## config.mk

```make
export PLATFORM = sky130hd
export DESIGN_NAME = dram_request_scheduler
export DESIGN_NICKNAME = d
export VERILOG_FILES = /design/src/design/drs_pkg.sv /design/src/design/dram_request_scheduler.sv /design/src/design/drs_queue_mem.sv /design/src/design/drs_bank_table.sv /design/src/design/drs_rank.sv
export SDC_FILE = /design/constraint.sdc
export NUM_CORES = 2
export LEC_CHECK = 0
export ABC_AREA = 0
export BUFFER_PORTS_ARGS = -buffer_cell sky130_fd_sc_hd__buf_2
export CAP_MARGIN = 20
export CORE_MARGIN = 1.5
export CORE_UTILIZATION = 62
export DETAILED_ROUTE_END_ITERATION = 7
export HOLD_SLACK_MARGIN = 0.15
export PLACE_DENSITY = 0.74
export SLEW_MARGIN = 20
export SYNTH_ARGS = -nofsm -noshare
export SYNTH_HDL_FRONTEND = slang
export SYNTH_MEMORY_MAX_BITS = 65536
export SYNTH_SLANG_ARGS = --single-unit
```

## constraint.sdc

```tcl
create_clock -name i_clk -period 9.9 [get_ports i_clk]
set_input_delay 1.98 -clock i_clk [delete_from_list [all_inputs] [get_ports i_clk]]
set_output_delay 1.98 -clock i_clk [all_outputs]
set_load 0.05 [all_outputs]
```

## src/design/drs_pkg.sv

```systemverilog
// ============================================================================
// drs_pkg: shared types and constants of the DRAM request scheduler
// Operation codes, ordering modes, register indexes and the small structs
// that pass between the scheduler's sub-blocks.
// ============================================================================
`timescale 1ns / 1ps

package drs_pkg;

    // Stream payload layout, input side (tdata, lowest bit first)
    localparam int IN_TDATA_W  = 88;
    localparam int IN_TUSER_W  = 2;
    localparam int OFS_SLOT    = 0;
    localparam int OFS_PRESENT = 6;
    localparam int OFS_ISSUED  = 7;
    localparam int OFS_BANK    = 8;
    localparam int OFS_ROW     = 12;
    localparam int OFS_ARRIVAL = 28;
    localparam int OFS_PART    = 76;
    localparam int OFS_BUSY    = 79;
    localparam int OFS_OPEN    = 80;

    // Field widths fixed by the interface
    localparam int SLOT_W    = 6;
    localparam int BANK_W    = 4;
    localparam int ROW_W     = 16;
    localparam int ARRIVAL_W = 48;
    localparam int PART_W    = 3;

    // Stream payload layout, output side
    localparam int OUT_TDATA_W = 8;
    localparam int OUT_TUSER_W = 1;

    // Configuration port
    localparam int CFG_IDX_W  = 2;
    localparam int CFG_DATA_W = 3;
    localparam logic [CFG_IDX_W-1:0] CFG_POLICY  = 2'd0;
    localparam logic [CFG_IDX_W-1:0] CFG_FRONTAL = 2'd1;

    // Ordering modes
    localparam int POLICY_W = 3;
    localparam logic [POLICY_W-1:0] POL_FR_FCFS    = 3'd0;
    localparam logic [POLICY_W-1:0] POL_CR_FCFS    = 3'd1;
    localparam logic [POLICY_W-1:0] POL_FRONTAL_FR = 3'd2;
    localparam logic [POLICY_W-1:0] POL_FR_FRONTAL = 3'd3;
    localparam logic [POLICY_W-1:0] POL_PART_FR    = 3'd4;
    localparam logic [POLICY_W-1:0] POL_FR_PART    = 3'd5;

    localparam logic [POLICY_W-1:0]   POLICY_RESET  = POL_FR_FCFS;
    localparam logic [CFG_DATA_W-1:0] FRONTAL_RESET = 3'd1;

    typedef enum logic [1:0] {
        OP_WRITE  = 2'd0,
        OP_BANK   = 2'd1,
        OP_SELECT = 2'd2,
        OP_NONE   = 2'd3
    } t_op;

    typedef enum logic [1:0] {
        ST_IDLE,
        ST_SCAN,
        ST_FLUSH,
        ST_DONE
    } t_state;

    // Scan control toward the ranking unit
    typedef struct packed {
        logic clear;   // start of a new select
        logic vld;     // a read entry sits in the compare stage
    } t_scan_ctl;

    // Bank status of the entry under compare
    typedef struct packed {
        logic avail;   // bank exists and is idle
        logic hit;     // bank's open row matches the entry's row
    } t_bank_stat;

endpackage

```

## src/design/dram_request_scheduler.sv

```systemverilog
// ============================================================================
// dram_request_scheduler: FR-FCFS style DRAM request picker
// Write-entry and set-bank transactions answer one cycle after acceptance.
// A select scans the queue memory one slot per cycle through its single read
// port, then passes the flush and done states before the result is registered;
// no new transaction is taken until the sequencer is idle and the output is free.
// Reset (synchronous, active low) clears entry marks, bank state and config;
// entry payload is not cleared and no clearing pass runs.
// ============================================================================
`timescale 1ns / 1ps

module dram_request_scheduler #(
    parameter int QUEUE_DEPTH = 64,
    parameter int NUM_BANKS   = 16,
    parameter int ROW_BITS    = 16,
    parameter int CYCLE_BITS  = 48,
    parameter int PART_LEVELS = 8
) (
    input  logic                              i_clk,
    input  logic                              i_rst_n,
    // slot[5:0], entry_present[6], already_issued[7], bank_id[11:8],
    // row[27:12], arrival_cycle[75:28], criticality_part[78:76],
    // bank_is_busy[79], row_is_open[80], zero fill[87:81]
    input  logic [drs_pkg::IN_TDATA_W-1:0]    s_axis_tdata,
    // operation[1:0]
    input  logic [drs_pkg::IN_TUSER_W-1:0]    s_axis_tuser,
    input  logic                              s_axis_tvalid,
    output logic                              s_axis_tready,
    // picked_slot[5:0], row_hit[6], zero fill[7]
    output logic [drs_pkg::OUT_TDATA_W-1:0]   m_axis_tdata,
    // found[0]
    output logic [drs_pkg::OUT_TUSER_W-1:0]   m_axis_tuser,
    output logic                              m_axis_tvalid,
    input  logic                              m_axis_tready,
    input  logic                              i_cfg_valid,
    output logic                              o_cfg_ready,
    input  logic [drs_pkg::CFG_IDX_W-1:0]     i_cfg_index,
    input  logic [drs_pkg::CFG_DATA_W-1:0]    i_cfg_data
);

    localparam int SIW   = (QUEUE_DEPTH > 1) ? $clog2(QUEUE_DEPTH) : 1;
    localparam int SEW   = ($clog2(QUEUE_DEPTH + 1) > drs_pkg::SLOT_W) ?
                           $clog2(QUEUE_DEPTH + 1) : drs_pkg::SLOT_W;
    localparam int PW    = $clog2(PART_LEVELS);
    localparam int OFS_R = drs_pkg::BANK_W;
    localparam int OFS_A = OFS_R + ROW_BITS;
    localparam int OFS_P = OFS_A + CYCLE_BITS;
    localparam int WW    = OFS_P + PW;

    // Unpack the input transaction
    drs_pkg::t_op                  in_op;
    logic [drs_pkg::SLOT_W-1:0]    in_slot;
    logic                          in_present;
    logic                          in_issued;
    logic [drs_pkg::BANK_W-1:0]    in_bank;
    logic [drs_pkg::ROW_W-1:0]     in_row;
    logic [drs_pkg::ARRIVAL_W-1:0] in_arrival;
    logic [drs_pkg::PART_W-1:0]    in_part;
    logic                          in_busy;
    logic                          in_open;

    assign in_op      = drs_pkg::t_op'(s_axis_tuser);
    assign in_slot    = s_axis_tdata[drs_pkg::OFS_SLOT +: drs_pkg::SLOT_W];
    assign in_present = s_axis_tdata[drs_pkg::OFS_PRESENT];
    assign in_issued  = s_axis_tdata[drs_pkg::OFS_ISSUED];
    assign in_bank    = s_axis_tdata[drs_pkg::OFS_BANK +: drs_pkg::BANK_W];
    assign in_row     = s_axis_tdata[drs_pkg::OFS_ROW +: drs_pkg::ROW_W];
    assign in_arrival = s_axis_tdata[drs_pkg::OFS_ARRIVAL +: drs_pkg::ARRIVAL_W];
    assign in_part    = s_axis_tdata[drs_pkg::OFS_PART +: drs_pkg::PART_W];
    assign in_busy    = s_axis_tdata[drs_pkg::OFS_BUSY];
    assign in_open    = s_axis_tdata[drs_pkg::OFS_OPEN];

    drs_pkg::t_state                r_state;
    drs_pkg::t_state                n_state;
    logic [SIW-1:0]                 r_cnt;
    logic [SIW-1:0]                 n_cnt;
    logic                           r_p_vld;
    logic [SIW-1:0]                 r_p_idx;
    logic                           r_p_last;
    logic [drs_pkg::POLICY_W-1:0]   r_policy;
    logic [drs_pkg::CFG_DATA_W-1:0] r_limit;
    logic                           r_out_vld;
    logic                           r_out_found;
    logic [drs_pkg::SLOT_W-1:0]     r_out_slot;
    logic                           r_out_hit;

    logic               accept;
    logic               slot_in_range;
    logic [PW-1:0]      part_clamped;
    logic [WW-1:0]      wr_word;
    logic [WW-1:0]      rd_word;
    logic               rd_live;
    logic               scan_issue;
    drs_pkg::t_scan_ctl scan_ctl;
    drs_pkg::t_bank_stat bank_stat;
    logic               best_found;
    logic [SIW-1:0]     best_slot;
    logic               best_hit;

    assign s_axis_tready = (r_state == drs_pkg::ST_IDLE) && (!r_out_vld || m_axis_tready);
    assign accept        = s_axis_tvalid && s_axis_tready;
    assign o_cfg_ready   = 1'b1;

    // Clamp the part class and pack the entry word
    always_comb begin
        slot_in_range = SEW'(in_slot) < SEW'(QUEUE_DEPTH);
        if (int'(in_part) >= PART_LEVELS) begin
            part_clamped = PW'(PART_LEVELS - 1);
        end else begin
            part_clamped = PW'(in_part);
        end
        wr_word = {part_clamped, CYCLE_BITS'(in_arrival), ROW_BITS'(in_row), in_bank};
    end

    // Configuration registers
    always_ff @(posedge i_clk) begin
        if (!i_rst_n) begin
            r_policy <= drs_pkg::POLICY_RESET;
            r_limit  <= drs_pkg::FRONTAL_RESET;
        end else if (i_cfg_valid) begin
            case (i_cfg_index)
                drs_pkg::CFG_POLICY:  r_policy <= i_cfg_data;
                drs_pkg::CFG_FRONTAL: r_limit  <= i_cfg_data;
                default: ;
            endcase
        end
    end

    // Sequence: next state and scan address
    always_comb begin
        n_state    = r_state;
        n_cnt      = r_cnt;
        scan_issue = 1'b0;
        case (r_state)
            drs_pkg::ST_IDLE: begin
                n_cnt = '0;
                if (accept && (in_op == drs_pkg::OP_SELECT)) begin
                    n_state = drs_pkg::ST_SCAN;
                end
            end
            drs_pkg::ST_SCAN: begin
                scan_issue = 1'b1;
                n_cnt      = r_cnt + SIW'(1);
                if (r_cnt == SIW'(QUEUE_DEPTH - 1)) begin
                    n_state = drs_pkg::ST_FLUSH;
                end
            end
            drs_pkg::ST_FLUSH: begin
                n_state = drs_pkg::ST_DONE;
            end
            drs_pkg::ST_DONE: begin
                n_state = drs_pkg::ST_IDLE;
            end
            default: begin
                n_state = drs_pkg::ST_IDLE;
            end
        endcase
        scan_ctl.clear = accept && (in_op == drs_pkg::OP_SELECT);
        scan_ctl.vld   = r_p_vld;
    end

    always_ff @(posedge i_clk) begin
        if (!i_rst_n) begin
            r_state <= drs_pkg::ST_IDLE;
            r_cnt   <= '0;
            r_p_vld <= 1'b0;
        end else begin
            r_state <= n_state;
            r_cnt   <= n_cnt;
            r_p_vld <= scan_issue;
        end
    end

    // Tag the entry that arrives from memory next cycle
    always_ff @(posedge i_clk) begin
        r_p_idx  <= r_cnt;
        r_p_last <= (r_cnt == SIW'(QUEUE_DEPTH - 1));
    end

    drs_queue_mem #(
        .DEPTH (QUEUE_DEPTH),
        .WIDTH (WW),
        .AW    (SIW)
    ) u_queue (
        .i_clk       (i_clk),
        .i_rst_n     (i_rst_n),
        .i_wr_en     (accept && (in_op == drs_pkg::OP_WRITE) && slot_in_range),
        .i_wr_addr   (SIW'(in_slot)),
        .i_wr_valid  (in_present),
        .i_wr_issued (in_issued),
        .i_wr_word   (wr_word),
        .i_rd_addr   (r_cnt),
        .o_rd_word   (rd_word),
        .o_rd_live   (rd_live)
    );

    drs_bank_table #(
        .NUM_BANKS (NUM_BANKS),
        .ROW_BITS  (ROW_BITS)
    ) u_banks (
        .i_clk     (i_clk),
        .i_rst_n   (i_rst_n),
        .i_wr_en   (accept && (in_op == drs_pkg::OP_BANK)),
        .i_wr_bank (in_bank),
        .i_wr_busy (in_busy),
        .i_wr_open (in_open),
        .i_wr_row  (ROW_BITS'(in_row)),
        .i_q_bank  (rd_word[0 +: drs_pkg::BANK_W]),
        .i_q_row   (rd_word[OFS_R +: ROW_BITS]),
        .o_stat    (bank_stat)
    );

    drs_rank #(
        .CYCLE_BITS (CYCLE_BITS),
        .PW         (PW),
        .SIW        (SIW)
    ) u_rank (
        .i_clk     (i_clk),
        .i_rst_n   (i_rst_n),
        .i_ctl     (scan_ctl),
        .i_slot    (r_p_idx),
        .i_live    (rd_live),
        .i_stat    (bank_stat),
        .i_arrival (rd_word[OFS_A +: CYCLE_BITS]),
        .i_part    (rd_word[OFS_P +: PW]),
        .i_policy  (r_policy),
        .i_limit   (r_limit),
        .o_found   (best_found),
        .o_slot    (best_slot),
        .o_hit     (best_hit)
    );

    // Output register: zero result for non-select transactions, pick at scan end
    always_ff @(posedge i_clk) begin
        if (!i_rst_n) begin
            r_out_vld <= 1'b0;
        end else if (accept && (in_op != drs_pkg::OP_SELECT)) begin
            r_out_vld <= 1'b1;
        end else if (r_state == drs_pkg::ST_DONE) begin
            r_out_vld <= 1'b1;
        end else if (m_axis_tready) begin
            r_out_vld <= 1'b0;
        end
    end

    always_ff @(posedge i_clk) begin
        if (accept && (in_op != drs_pkg::OP_SELECT)) begin
            r_out_found <= 1'b0;
            r_out_slot  <= '0;
            r_out_hit   <= 1'b0;
        end else if (r_state == drs_pkg::ST_DONE) begin
            r_out_found <= best_found;
            r_out_slot  <= drs_pkg::SLOT_W'(best_slot);
            r_out_hit   <= best_hit;
        end
    end

    assign m_axis_tvalid = r_out_vld;
    assign m_axis_tuser  = r_out_found;
    assign m_axis_tdata  = {1'b0, r_out_hit, r_out_slot};

    // The output register is free for the whole scan
    a_scan_no_output: assert property (@(posedge i_clk) disable iff (!i_rst_n)
        (r_state == drs_pkg::ST_SCAN) |-> !r_out_vld)
        else $error("result pending during a queue scan");

    // The flush cycle compares the last slot of the queue
    a_flush_last: assert property (@(posedge i_clk) disable iff (!i_rst_n)
        (r_state == drs_pkg::ST_FLUSH) |-> (r_p_vld && r_p_last))
        else $error("scan pipeline out of step with the sequencer");

    // Non-select transactions answer on the next cycle
    a_quick_answer: assert property (@(posedge i_clk) disable iff (!i_rst_n)
        (accept && (in_op != drs_pkg::OP_SELECT)) |=> (r_out_vld && !r_out_found))
        else $error("missing zero result for a non-select transaction");

    // A result without a pick carries no slot and no hit
    a_empty_result: assert property (@(posedge i_clk) disable iff (!i_rst_n)
        (r_out_vld && !r_out_found) |-> (r_out_slot == '0 && !r_out_hit))
        else $error("empty result carries slot or hit");

endmodule

```

## src/design/drs_queue_mem.sv

```systemverilog
// ============================================================================
// drs_queue_mem: request queue storage
// Entry payload in a single-port-write, registered-read memory; valid and
// issued marks in flops cleared by reset.
// ============================================================================
`timescale 1ns / 1ps

module drs_queue_mem #(
    parameter int DEPTH = 64,
    parameter int WIDTH = 71,
    parameter int AW    = 6
) (
    input  logic             i_clk,
    input  logic             i_rst_n,
    input  logic             i_wr_en,
    input  logic [AW-1:0]    i_wr_addr,
    input  logic             i_wr_valid,
    input  logic             i_wr_issued,
    input  logic [WIDTH-1:0] i_wr_word,
    input  logic [AW-1:0]    i_rd_addr,
    output logic [WIDTH-1:0] o_rd_word,
    output logic             o_rd_live
);

    logic [WIDTH-1:0] r_mem [DEPTH];
    logic [DEPTH-1:0] r_valid;
    logic [DEPTH-1:0] r_issued;
    logic [WIDTH-1:0] r_rd_word;
    logic             r_rd_live;

    // Write and read the payload memory
    always_ff @(posedge i_clk) begin
        if (i_wr_en) begin
            r_mem[i_wr_addr] <= i_wr_word;
        end
        r_rd_word <= r_mem[i_rd_addr];
    end

    // Hold the entry marks
    always_ff @(posedge i_clk) begin
        if (!i_rst_n) begin
            r_valid   <= '0;
            r_issued  <= '0;
            r_rd_live <= 1'b0;
        end else begin
            if (i_wr_en) begin
                r_valid[i_wr_addr]  <= i_wr_valid;
                r_issued[i_wr_addr] <= i_wr_issued;
            end
            r_rd_live <= r_valid[i_rd_addr] & ~r_issued[i_rd_addr];
        end
    end

    assign o_rd_word = r_rd_word;
    assign o_rd_live = r_rd_live;

endmodule

```

## src/design/drs_bank_table.sv

```systemverilog
// ============================================================================
// drs_bank_table: per-bank busy and open-row state
// Updated by set-bank transactions; looked up with the bank and row of the
// entry under compare.
// ============================================================================
`timescale 1ns / 1ps

module drs_bank_table #(
    parameter int NUM_BANKS = 16,
    parameter int ROW_BITS  = 16
) (
    input  logic                      i_clk,
    input  logic                      i_rst_n,
    input  logic                      i_wr_en,
    input  logic [drs_pkg::BANK_W-1:0] i_wr_bank,
    input  logic                      i_wr_busy,
    input  logic                      i_wr_open,
    input  logic [ROW_BITS-1:0]       i_wr_row,
    input  logic [drs_pkg::BANK_W-1:0] i_q_bank,
    input  logic [ROW_BITS-1:0]       i_q_row,
    output drs_pkg::t_bank_stat       o_stat
);

    localparam int BIW = (NUM_BANKS > 1) ? $clog2(NUM_BANKS) : 1;
    localparam int BEW = ($clog2(NUM_BANKS + 1) > drs_pkg::BANK_W) ?
                         $clog2(NUM_BANKS + 1) : drs_pkg::BANK_W;

    logic [NUM_BANKS-1:0] r_busy;
    logic [NUM_BANKS-1:0] r_open;
    logic [ROW_BITS-1:0]  r_row [NUM_BANKS];

    logic [BEW-1:0] wr_ext;
    logic [BEW-1:0] q_ext;
    logic [BIW-1:0] wr_idx;
    logic [BIW-1:0] q_idx;
    logic           wr_in_range;
    logic           q_in_range;

    assign wr_ext      = BEW'(i_wr_bank);
    assign q_ext       = BEW'(i_q_bank);
    assign wr_in_range = wr_ext < BEW'(NUM_BANKS);
    assign q_in_range  = q_ext < BEW'(NUM_BANKS);
    assign wr_idx      = wr_ext[BIW-1:0];
    assign q_idx       = q_ext[BIW-1:0];

    // Update bank state; drop sets of banks that do not exist
    always_ff @(posedge i_clk) begin
        if (!i_rst_n) begin
            r_busy <= '0;
            r_open <= '0;
        end else if (i_wr_en && wr_in_range) begin
            r_busy[wr_idx] <= i_wr_busy;
            r_open[wr_idx] <= i_wr_open;
        end
    end

    // Open row needs no reset: it only counts while the open mark is set
    always_ff @(posedge i_clk) begin
        if (i_wr_en && wr_in_range) begin
            r_row[wr_idx] <= i_wr_row;
        end
    end

    // Look up the entry's bank
    always_comb begin
        o_stat.avail = 1'b0;
        o_stat.hit   = 1'b0;
        if (q_in_range) begin
            o_stat.avail = ~r_busy[q_idx];
            o_stat.hit   = r_open[q_idx] && (r_row[q_idx] == i_q_row);
        end
    end

endmodule

```

## src/design/drs_rank.sv

```systemverilog
// ============================================================================
// drs_rank: ranking and best-candidate tracking
// Builds the ordering key of each scanned entry under the current mode and
// keeps the best eligible entry seen so far in this select.
// ============================================================================
`timescale 1ns / 1ps

module drs_rank #(
    parameter int CYCLE_BITS = 48,
    parameter int PW         = 3,
    parameter int SIW        = 6
) (
    input  logic                          i_clk,
    input  logic                          i_rst_n,
    input  drs_pkg::t_scan_ctl            i_ctl,
    input  logic [SIW-1:0]                i_slot,
    input  logic                          i_live,
    input  drs_pkg::t_bank_stat           i_stat,
    input  logic [CYCLE_BITS-1:0]         i_arrival,
    input  logic [PW-1:0]                 i_part,
    input  logic [drs_pkg::POLICY_W-1:0]  i_policy,
    input  logic [drs_pkg::CFG_DATA_W-1:0] i_limit,
    output logic                          o_found,
    output logic [SIW-1:0]                o_slot,
    output logic                          o_hit
);

    localparam int KW   = (PW > drs_pkg::CFG_DATA_W) ? PW : drs_pkg::CFG_DATA_W;
    localparam int KEYW = 2 * KW + CYCLE_BITS;

    logic            r_have;
    logic [KEYW-1:0] r_best_key;
    logic [SIW-1:0]  r_best_slot;
    logic            r_best_hit;

    logic [KW-1:0]   k1;
    logic [KW-1:0]   k2;
    logic [KW-1:0]   part_k;
    logic            miss;
    logic            back;
    logic [KEYW-1:0] key;
    logic            take;

    // Form the ordering keys; lower is better
    always_comb begin
        part_k = KW'(i_part);
        miss   = ~i_stat.hit;
        back   = part_k > KW'(i_limit);
        case (i_policy)
            drs_pkg::POL_CR_FCFS: begin
                k1 = KW'(i_stat.hit);
                k2 = '0;
            end
            drs_pkg::POL_FRONTAL_FR: begin
                k1 = KW'(back);
                k2 = KW'(miss);
            end
            drs_pkg::POL_FR_FRONTAL: begin
                k1 = KW'(miss);
                k2 = KW'(back);
            end
            drs_pkg::POL_PART_FR: begin
                k1 = part_k;
                k2 = KW'(miss);
            end
            drs_pkg::POL_FR_PART: begin
                k1 = KW'(miss);
                k2 = part_k;
            end
            default: begin
                k1 = KW'(miss);
                k2 = '0;
            end
        endcase
        key  = {k1, k2, i_arrival};
        // Strictly better only, so ties stay with the lower slot
        take = i_ctl.vld && i_live && i_stat.avail && (!r_have || (key < r_best_key));
    end

    // Track whether any candidate was taken
    always_ff @(posedge i_clk) begin
        if (!i_rst_n) begin
            r_have <= 1'b0;
        end else if (i_ctl.clear) begin
            r_have <= 1'b0;
        end else if (take) begin
            r_have <= 1'b1;
        end
    end

    // Hold the best candidate
    always_ff @(posedge i_clk) begin
        if (take) begin
            r_best_key  <= key;
            r_best_slot <= i_slot;
            r_best_hit  <= i_stat.hit;
        end
    end

    assign o_found = r_have;
    assign o_slot  = r_have ? r_best_slot : '0;
    assign o_hit   = r_have & r_best_hit;

endmodule
```

# Yosys cells after proc, flatten, opt, wreduce, memory -nomap -nowiden
# Memory sizes are Yosys's and may differ from the RTL's. A register that Yosys moved wholly into a read port is not among the register bits.
# Index checks and enable logic that the tools add are counted.
# classes
n_eq_ne	16
bitwise	6
order_cmp	10
mux	32
n_addsub	1
reduce_logical	27
# op_table
operator	count
bitwise mux 64 bit	2
< comparator 54 bit	1
bitwise mux 16 bit	2
< comparator 4 x 5 -> 1 bit, second input constant	4
case mux 3 bit (3 select lines)	2
== test 16 bit	1
< comparator 6 x 7 -> 1 bit, second input constant	2
two-way mux 1 bit	14
logical AND 1 bit	13
binary-select mux 1 bit (select 6 bit)	2
case mux 6 bit (2 select lines)	1
binary-select mux 1 bit (select 4 bit)	2
case mux 2 bit (4 select lines)	1
adder 6 x 1 -> 6 bit, second input constant	1
demux 1 bit (select 6 bit)	1
== test 2 x 1 -> 1 bit, second input constant	3
== test 2 bit, second input constant	3
== test 3 x 2 -> 1 bit, second input constant	2
== test 3 bit, second input constant	2
== test 6 bit, second input constant	1
>= comparator 6 x 1 -> 1 bit, second input constant	1
logical NOT 2 bit	3
two-way mux 2 bit	3
two-way mux 6 bit	1
other kinds (13)	24
# totals
memories	2
reg_bits	253
mem_bits_rw	4800
elab_cells	113
# memory_table
name	depth	word_bits	read_ports	rd_clocked_by_memory_dff	write_ports	line	text
u_queue.r_mem	64	71	1	1	1	drs_queue_mem.sv:25	logic [WIDTH-1:0] r_mem [DEPTH];
u_banks.r_row	16	16	1	0	1	drs_bank_table.sv:30	logic [ROW_BITS-1:0] r_row [NUM_BANKS];

# Longest topological paths before layout
# depth
word_depth	9
mapped_depth	21

# Cells and area by module
# From an unflattened synthesis, not the netlist that was laid out.
# unflattened
hier_cells	9174
area_unflattened_um2	196847.5
# modules_own_cells
mod	area_per_inst_um2	cells_per_inst	n_inst	seq_area_each_um2
drs_queue_mem	180441.8	8152	1	140454.7
drs_bank_table	11681.2	608	1	8328.0
drs_rank	3459.6	292	1	1851.8
dram_request_scheduler	1265.0	122	1	600.6

# Least setup slack after synthesis
# No wires, ideal clock.
# synth_timing
path_kind	reg2reg
start	register u_queue.r_rd_word[1], in the netlist u_queue.o_rd_word[1], read port of u_queue.r_mem
end	register u_rank.r_best_hit, enable pin
n_path_buf	2
arrival_ns	7.737
t_required_ns	9.345
stages_incl_launch_ff	20
setup_ns	0.555
setup_slack_ns	1.608
cell_sequence	dfxtp_1 buf_6 buf_12 mux4_1 mux2_2 a221oi_2 nor2_1 nor4_2 nand3_2 mux2i_1 o21ai_0 ha_1 a21oi_1 nor2b_1 o21ai_0 nand2b_1 a211oi_1 o22ai_1 o31a_1 nor3_1
# synth_via
elab_chain_len	9
elab_cells_between_ends	17
# synth_lines
element	line	text
from (decl)	drs_queue_mem.sv:28	logic [WIDTH-1:0] r_rd_word;
memory (16 x 16 bit) or binary-select mux 1 bit (select 4 bit) (tied branches)	-	
== test 16 bit or two-way mux 1 bit (tied branches)	drs_bank_table.sv:70	o_stat.hit = r_open[q_idx] && (r_row[q_idx] == i_q_row);
logical AND 1 bit	drs_bank_table.sv:70	
two-way mux 2 bit *	drs_bank_table.sv:68	if (q_in_range) begin
inverter 1 bit *	drs_rank.sv:47	miss = ~i_stat.hit;
case mux 3 bit (3 select lines) *	drs_rank.sv:49	case (i_policy)
net u_rank.k2[0]	drs_rank.sv:37	logic [KW-1:0] k2;
< comparator 54 bit *	drs_rank.sv:77	take = i_ctl.vld && i_live && i_stat.avail && (!r_have || (key < r_best_key));
logical OR 1 bit *	drs_rank.sv:77	
logical AND 1 bit *	drs_rank.sv:77	
net u_rank.take	drs_rank.sv:42	logic take;
to (signal assigned)	drs_rank.sv:96	r_best_hit <= i_stat.hit;
to (decl)	drs_rank.sv:34	logic r_best_hit;
# The timed path passes the listed nets; every way through them passes the cells marked *. The select of a mux whose other input is x is not followed.
# A chain may end at the register's enable or synchronous reset.

# Final worst setup path
# layout_timing
start	register u_queue.r_rd_word[1], in the netlist u_queue.o_rd_word[1], read port of u_queue.r_mem
end	register u_rank.r_best_key[21], enable pin
# layout_via
elab_chain_len	9
elab_cells_between_ends	17
# layout_lines
element	line	text
memory (16 x 16 bit) or binary-select mux 1 bit (select 4 bit) (tied branches)	-	
== test 16 bit or two-way mux 1 bit (tied branches)	drs_bank_table.sv:70	
logical AND 1 bit	drs_bank_table.sv:70	
two-way mux 2 bit *	drs_bank_table.sv:68	
inverter 1 bit *	drs_rank.sv:47	
case mux 3 bit (3 select lines) *	drs_rank.sv:49	
net u_rank.k2[0]	drs_rank.sv:37	
< comparator 54 bit *	drs_rank.sv:77	
logical OR 1 bit *	drs_rank.sv:77	
logical AND 1 bit *	drs_rank.sv:77	
net u_rank.take	drs_rank.sv:42	
to (signal assigned)	drs_rank.sv:94	r_best_key <= key;
to (decl)	drs_rank.sv:32	logic [KEYW-1:0] r_best_key;
# Marked as above.

==> metrics.md <==
| Metric | Value |
|---|---|
| Status | `complete, no violations` |
| WL/cell | `between 30 and 40 um` |
| Core Region | `between 300000 and 400000 sq um` |
| Crit-path cells | `buf_4, mux4_1, mux2i_1, a22oi_1, nor2_1, nor4_1, and4_1, nand3_2, mux2i_1, o21ai_0, ha_1, a21oi_1, nor2b_1, o21ai_0, nand2b_1, a211oi_1, o22ai_1, o31a_1, nor3_2, buf_4` |
| Row Count | `~210` |
| Initial Util | `0.6247` |
| Vias per std cell | `7.105` |
| Ratio of cells with drive above 1 in the final layout | `0.2943` |
| Hold slack | `between 0.4 and 0.5 ns` |
| Post-synth ARST share | `0` |
| Hold WC Path Type | `reg -> reg` |
| Yosys cell types | `between 60 and 70` |
| Total grt overflow | `0` |
| Top FF cell, synth | `edfxtp_1` |
| Avg Inst Size Synth | `around 24 sq um` |
| Global-route wire length before repair | `709.4 mm` |
| RSZ-0062 raised after global routing | `false` |
| Final nets | `about 8800` |
| Seq cells post-synth | `~5100` |
| Setup TNS | `0 ns` |
| Initial antenna violation count | `33` |
| TritonCTS Buffers | `about 480` |
| Post-Synthesis Cells | `around 8300` |
| Crit Path Max Fanout | `between 50 and 60` |
| Yosys warns | `0` |
| P&R area growth vs syn | `11.30%` |
| WP data arrival | `about 7.6 ns` |
| Worst-Margin Slew | `1.168 ns` |
| Minimum clock period | `6.988 ns` |
| Post-synth EDFFs | `4861` |
| CP required | `approximately 11 ns` |
| DR iter-0 viols | `between 10000 and 15000` |
| Root buffer cell | `clkbuf_16` |
| Met3 usage | `0.05295` |
| Footprint of the multi-input gates | `around 42000 sq um` |
| CP endpoint kind | `flop` |
| CTS resizes | `0` |
| Crit path kind | `reg -> reg` |
| Routed Antenna Nets | `0` |
| Drt pass-1 iters | `5` |
| Met1 Use GR | `0.4452` |
| CP Launch Type | `flop` |
| Max Clk Rate | `about 140 MHz` |
| GPL Wtd Cong | `~0.82` |
| Reg area | `approximately 150000 sq um` |
| Clk sink count | `about 5100` |
| Max VDD drop | `about 0.00021 V` |
| CTS H-tree lvls | `5` |
| Pwr per Cell Area | `between 200 and 250 nW/um^2` |
| Die ar. | `roughly 320000 sq um` |
| Final WL | `between 500 and 600 mm` |
| Vias in the first global route | `between 90000 and 100k` |
| Slew Limit Headroom | `0.2217` |
| Met2 Usage GRT | `0.5169` |
| Most Used Layer, Global Route | `met2` |
| Critical Path Max Stage Delay | `around 0.91 ns` |
| PortBufs | `102` |
| Post-synth net total | `between 8000 and 9000` |
| DR vias | `around 94000` |
| Mapped Area | `a little under 200000 sq um` |
| FILL cells | `17670` |
| CTS tree | `built` |
| Setup-failing EPs final | `0` |
| Period utilization | `0.7059` |
| Leak | `approximately 66 nW` |
| Clock skew | `between 0.07 and 0.08 ns` |
| Clk_lat worst skew | `~1 ns` |
| Clock buffer depth | `4` |
| Max Cap Violations | `0` |
| # hold bufs at CTS | `0` |
| DRC Markers | `0` |
| DP HPWL | `between 200 and 250 mm` |
| Pin count of the biggest net entering global routing | `130` |
| All-Layer GR Usage | `0.3220` |
| Crit-path slowest cell | `dfxtp_4` |
| Boundary Pins | `about 110` |
| Die W | `564.3 um` |
| Max-slew violations | `0` |
| Final hold viol count | `0` |
| Clk slew on worst S/H paths | `approximately 0.07 ns` |
| Seq/Total Area, Yosys | `0.7743` |
| Post-CTS setup buffer count | `0` |
| Die H | `564.3 um` |
layout make-up:
class / count / area share
Antenna cell: 23 / 0.0002647
Clock buffer: 653 / 0.06110
Clock inverter: 251 / 0.01195
Inverter: 143 / 0.003367
Multi-Input combinational cell: 2563 / 0.1932
Sequential cell: 5124 / 0.6958
Tap cell: 4140 / 0.02383
Timing Repair Buffer: 286 / 0.01052
state kept, by name (all words and copies together), names as in the netlist, 2 cells and up:
signal / count
r_cnt: 6
r_limit: 3
r_out_slot: 6
r_p_idx: 6
r_policy: 3
r_state: 2
u_banks.r_busy: 16
u_banks.r_open: 16
u_banks.r_row: 256
u_queue.o_rd_word: 71
u_queue.r_issued: 64
u_queue.r_mem: 4544
u_queue.r_valid: 64
u_rank.r_best_key: 54
u_rank.r_best_slot: 6
worst max-delay path: cells and delay by family, from the launching register on:
kind,cells,cell delay [ns]
DFF,1,0.91
buffers and inverters,2,1.09
adders and majority gates,1,0.35
AOI/OAI and AO/OA,7,2.10
muxes,3,0.98
and+or+nand+nor,7,1.01
power breakdown:
part | switching (W) | internal [W]
logic | 0.00174 | 0.00177
clock network | 0.00806 | 0.0104
registers | 0.000109 | 0.0238
placed cells by master (no fill, tap or decap), types with 16 or more instances in the layout:
cell type	count
a21o_1	22
clkinv_1	83
nor2_4	26
dfxtp_1	254
buf_4	159
a211oi_1	16
buf_12	29
bufinv_16	37
mux2i_1	90
mux4_2	1559
buf_2	97
inv_1	102
nor3b_1	32
nor2_1	41
ha_1	61
clkbuf_1	113
nand2_1	263
nor2b_1	75
clkbuf_16	482
a21oi_1	29
inv_6	42
clkbuf_8	58
o21ai_0	48
clkinv_2	93
edfxtp_1	4861
a21boi_0	101
a31oi_1	16
diode_2	23
cells in the mapped netlist (22+ instances only):
master,n,area share
a21boi_0,101,0.0039
a21o_1,22,0.00085
a21oi_1,29,0.00074
buf_1,43,0.00083
buf_2,94,0.0024
clkbuf_1,278,0.0053
dfxtp_1,263,0.027
edfxtp_1,4861,0.75
ha_1,61,0.0039
inv_1,141,0.0027
mux2i_1,90,0.0046
mux4_2,1559,0.18
nand2_1,263,0.0051
nor2_1,74,0.0014
nor2b_1,75,0.0024
nor3b_1,32,0.0012
o21ai_0,48,0.0012
worst paths after layout:
path | slack [ns] | endpoint | cells after the start | start
max | 2.91 | u_rank.r_best_key[21] | 20 | u_queue.o_rd_word[1]
min | 0.41 | u_rank.r_best_slot[4] | 0 | r_p_idx[4]
max reg2reg | 2.91 | u_rank.r_best_key[21] | 20 | u_queue.o_rd_word[1]
min reg2reg | 0.41 | u_rank.r_best_slot[4] | 0 | r_p_idx[4]
routing by layer:
metal,vias up,routed length (um)
met5,-,79
met4,12,26330
met3,1223,52490
met2,6646,247200
met1,49940,180300
li1,35840,-
cells by family after synthesis:
kind of cell | Yosys count | synth area share
other | 2 | 0.00003845
DFF | 5124 | 0.7743
adders and majority gates | 61 | 0.003908
and+or+nand+nor | 527 | 0.01284
AOI/OAI and AO/OA | 299 | 0.01081
muxes | 1660 | 0.1855
buffers and inverters | 571 | 0.01195
xor gates and xnor gates | 14 | 0.0006278
per-stage QoR:
stage	worst slack, ns	total power, W	cell area [sq um]	std cells	util
after floorplan	1.608	0.02690	195300	8258	-
after global placement	2.999	0.02779	201400	12250	0.6441
after detailed placement	3.141	0.02787	201400	12260	0.6442
after CTS	3.084	0.04604	217300	13160	0.6950
after global routing	2.706	0.04696	217400	13180	0.6952
final	2.912	0.04587	217400	13180	0.6953
No activity file was read; power rests on OpenSTA's default activity.
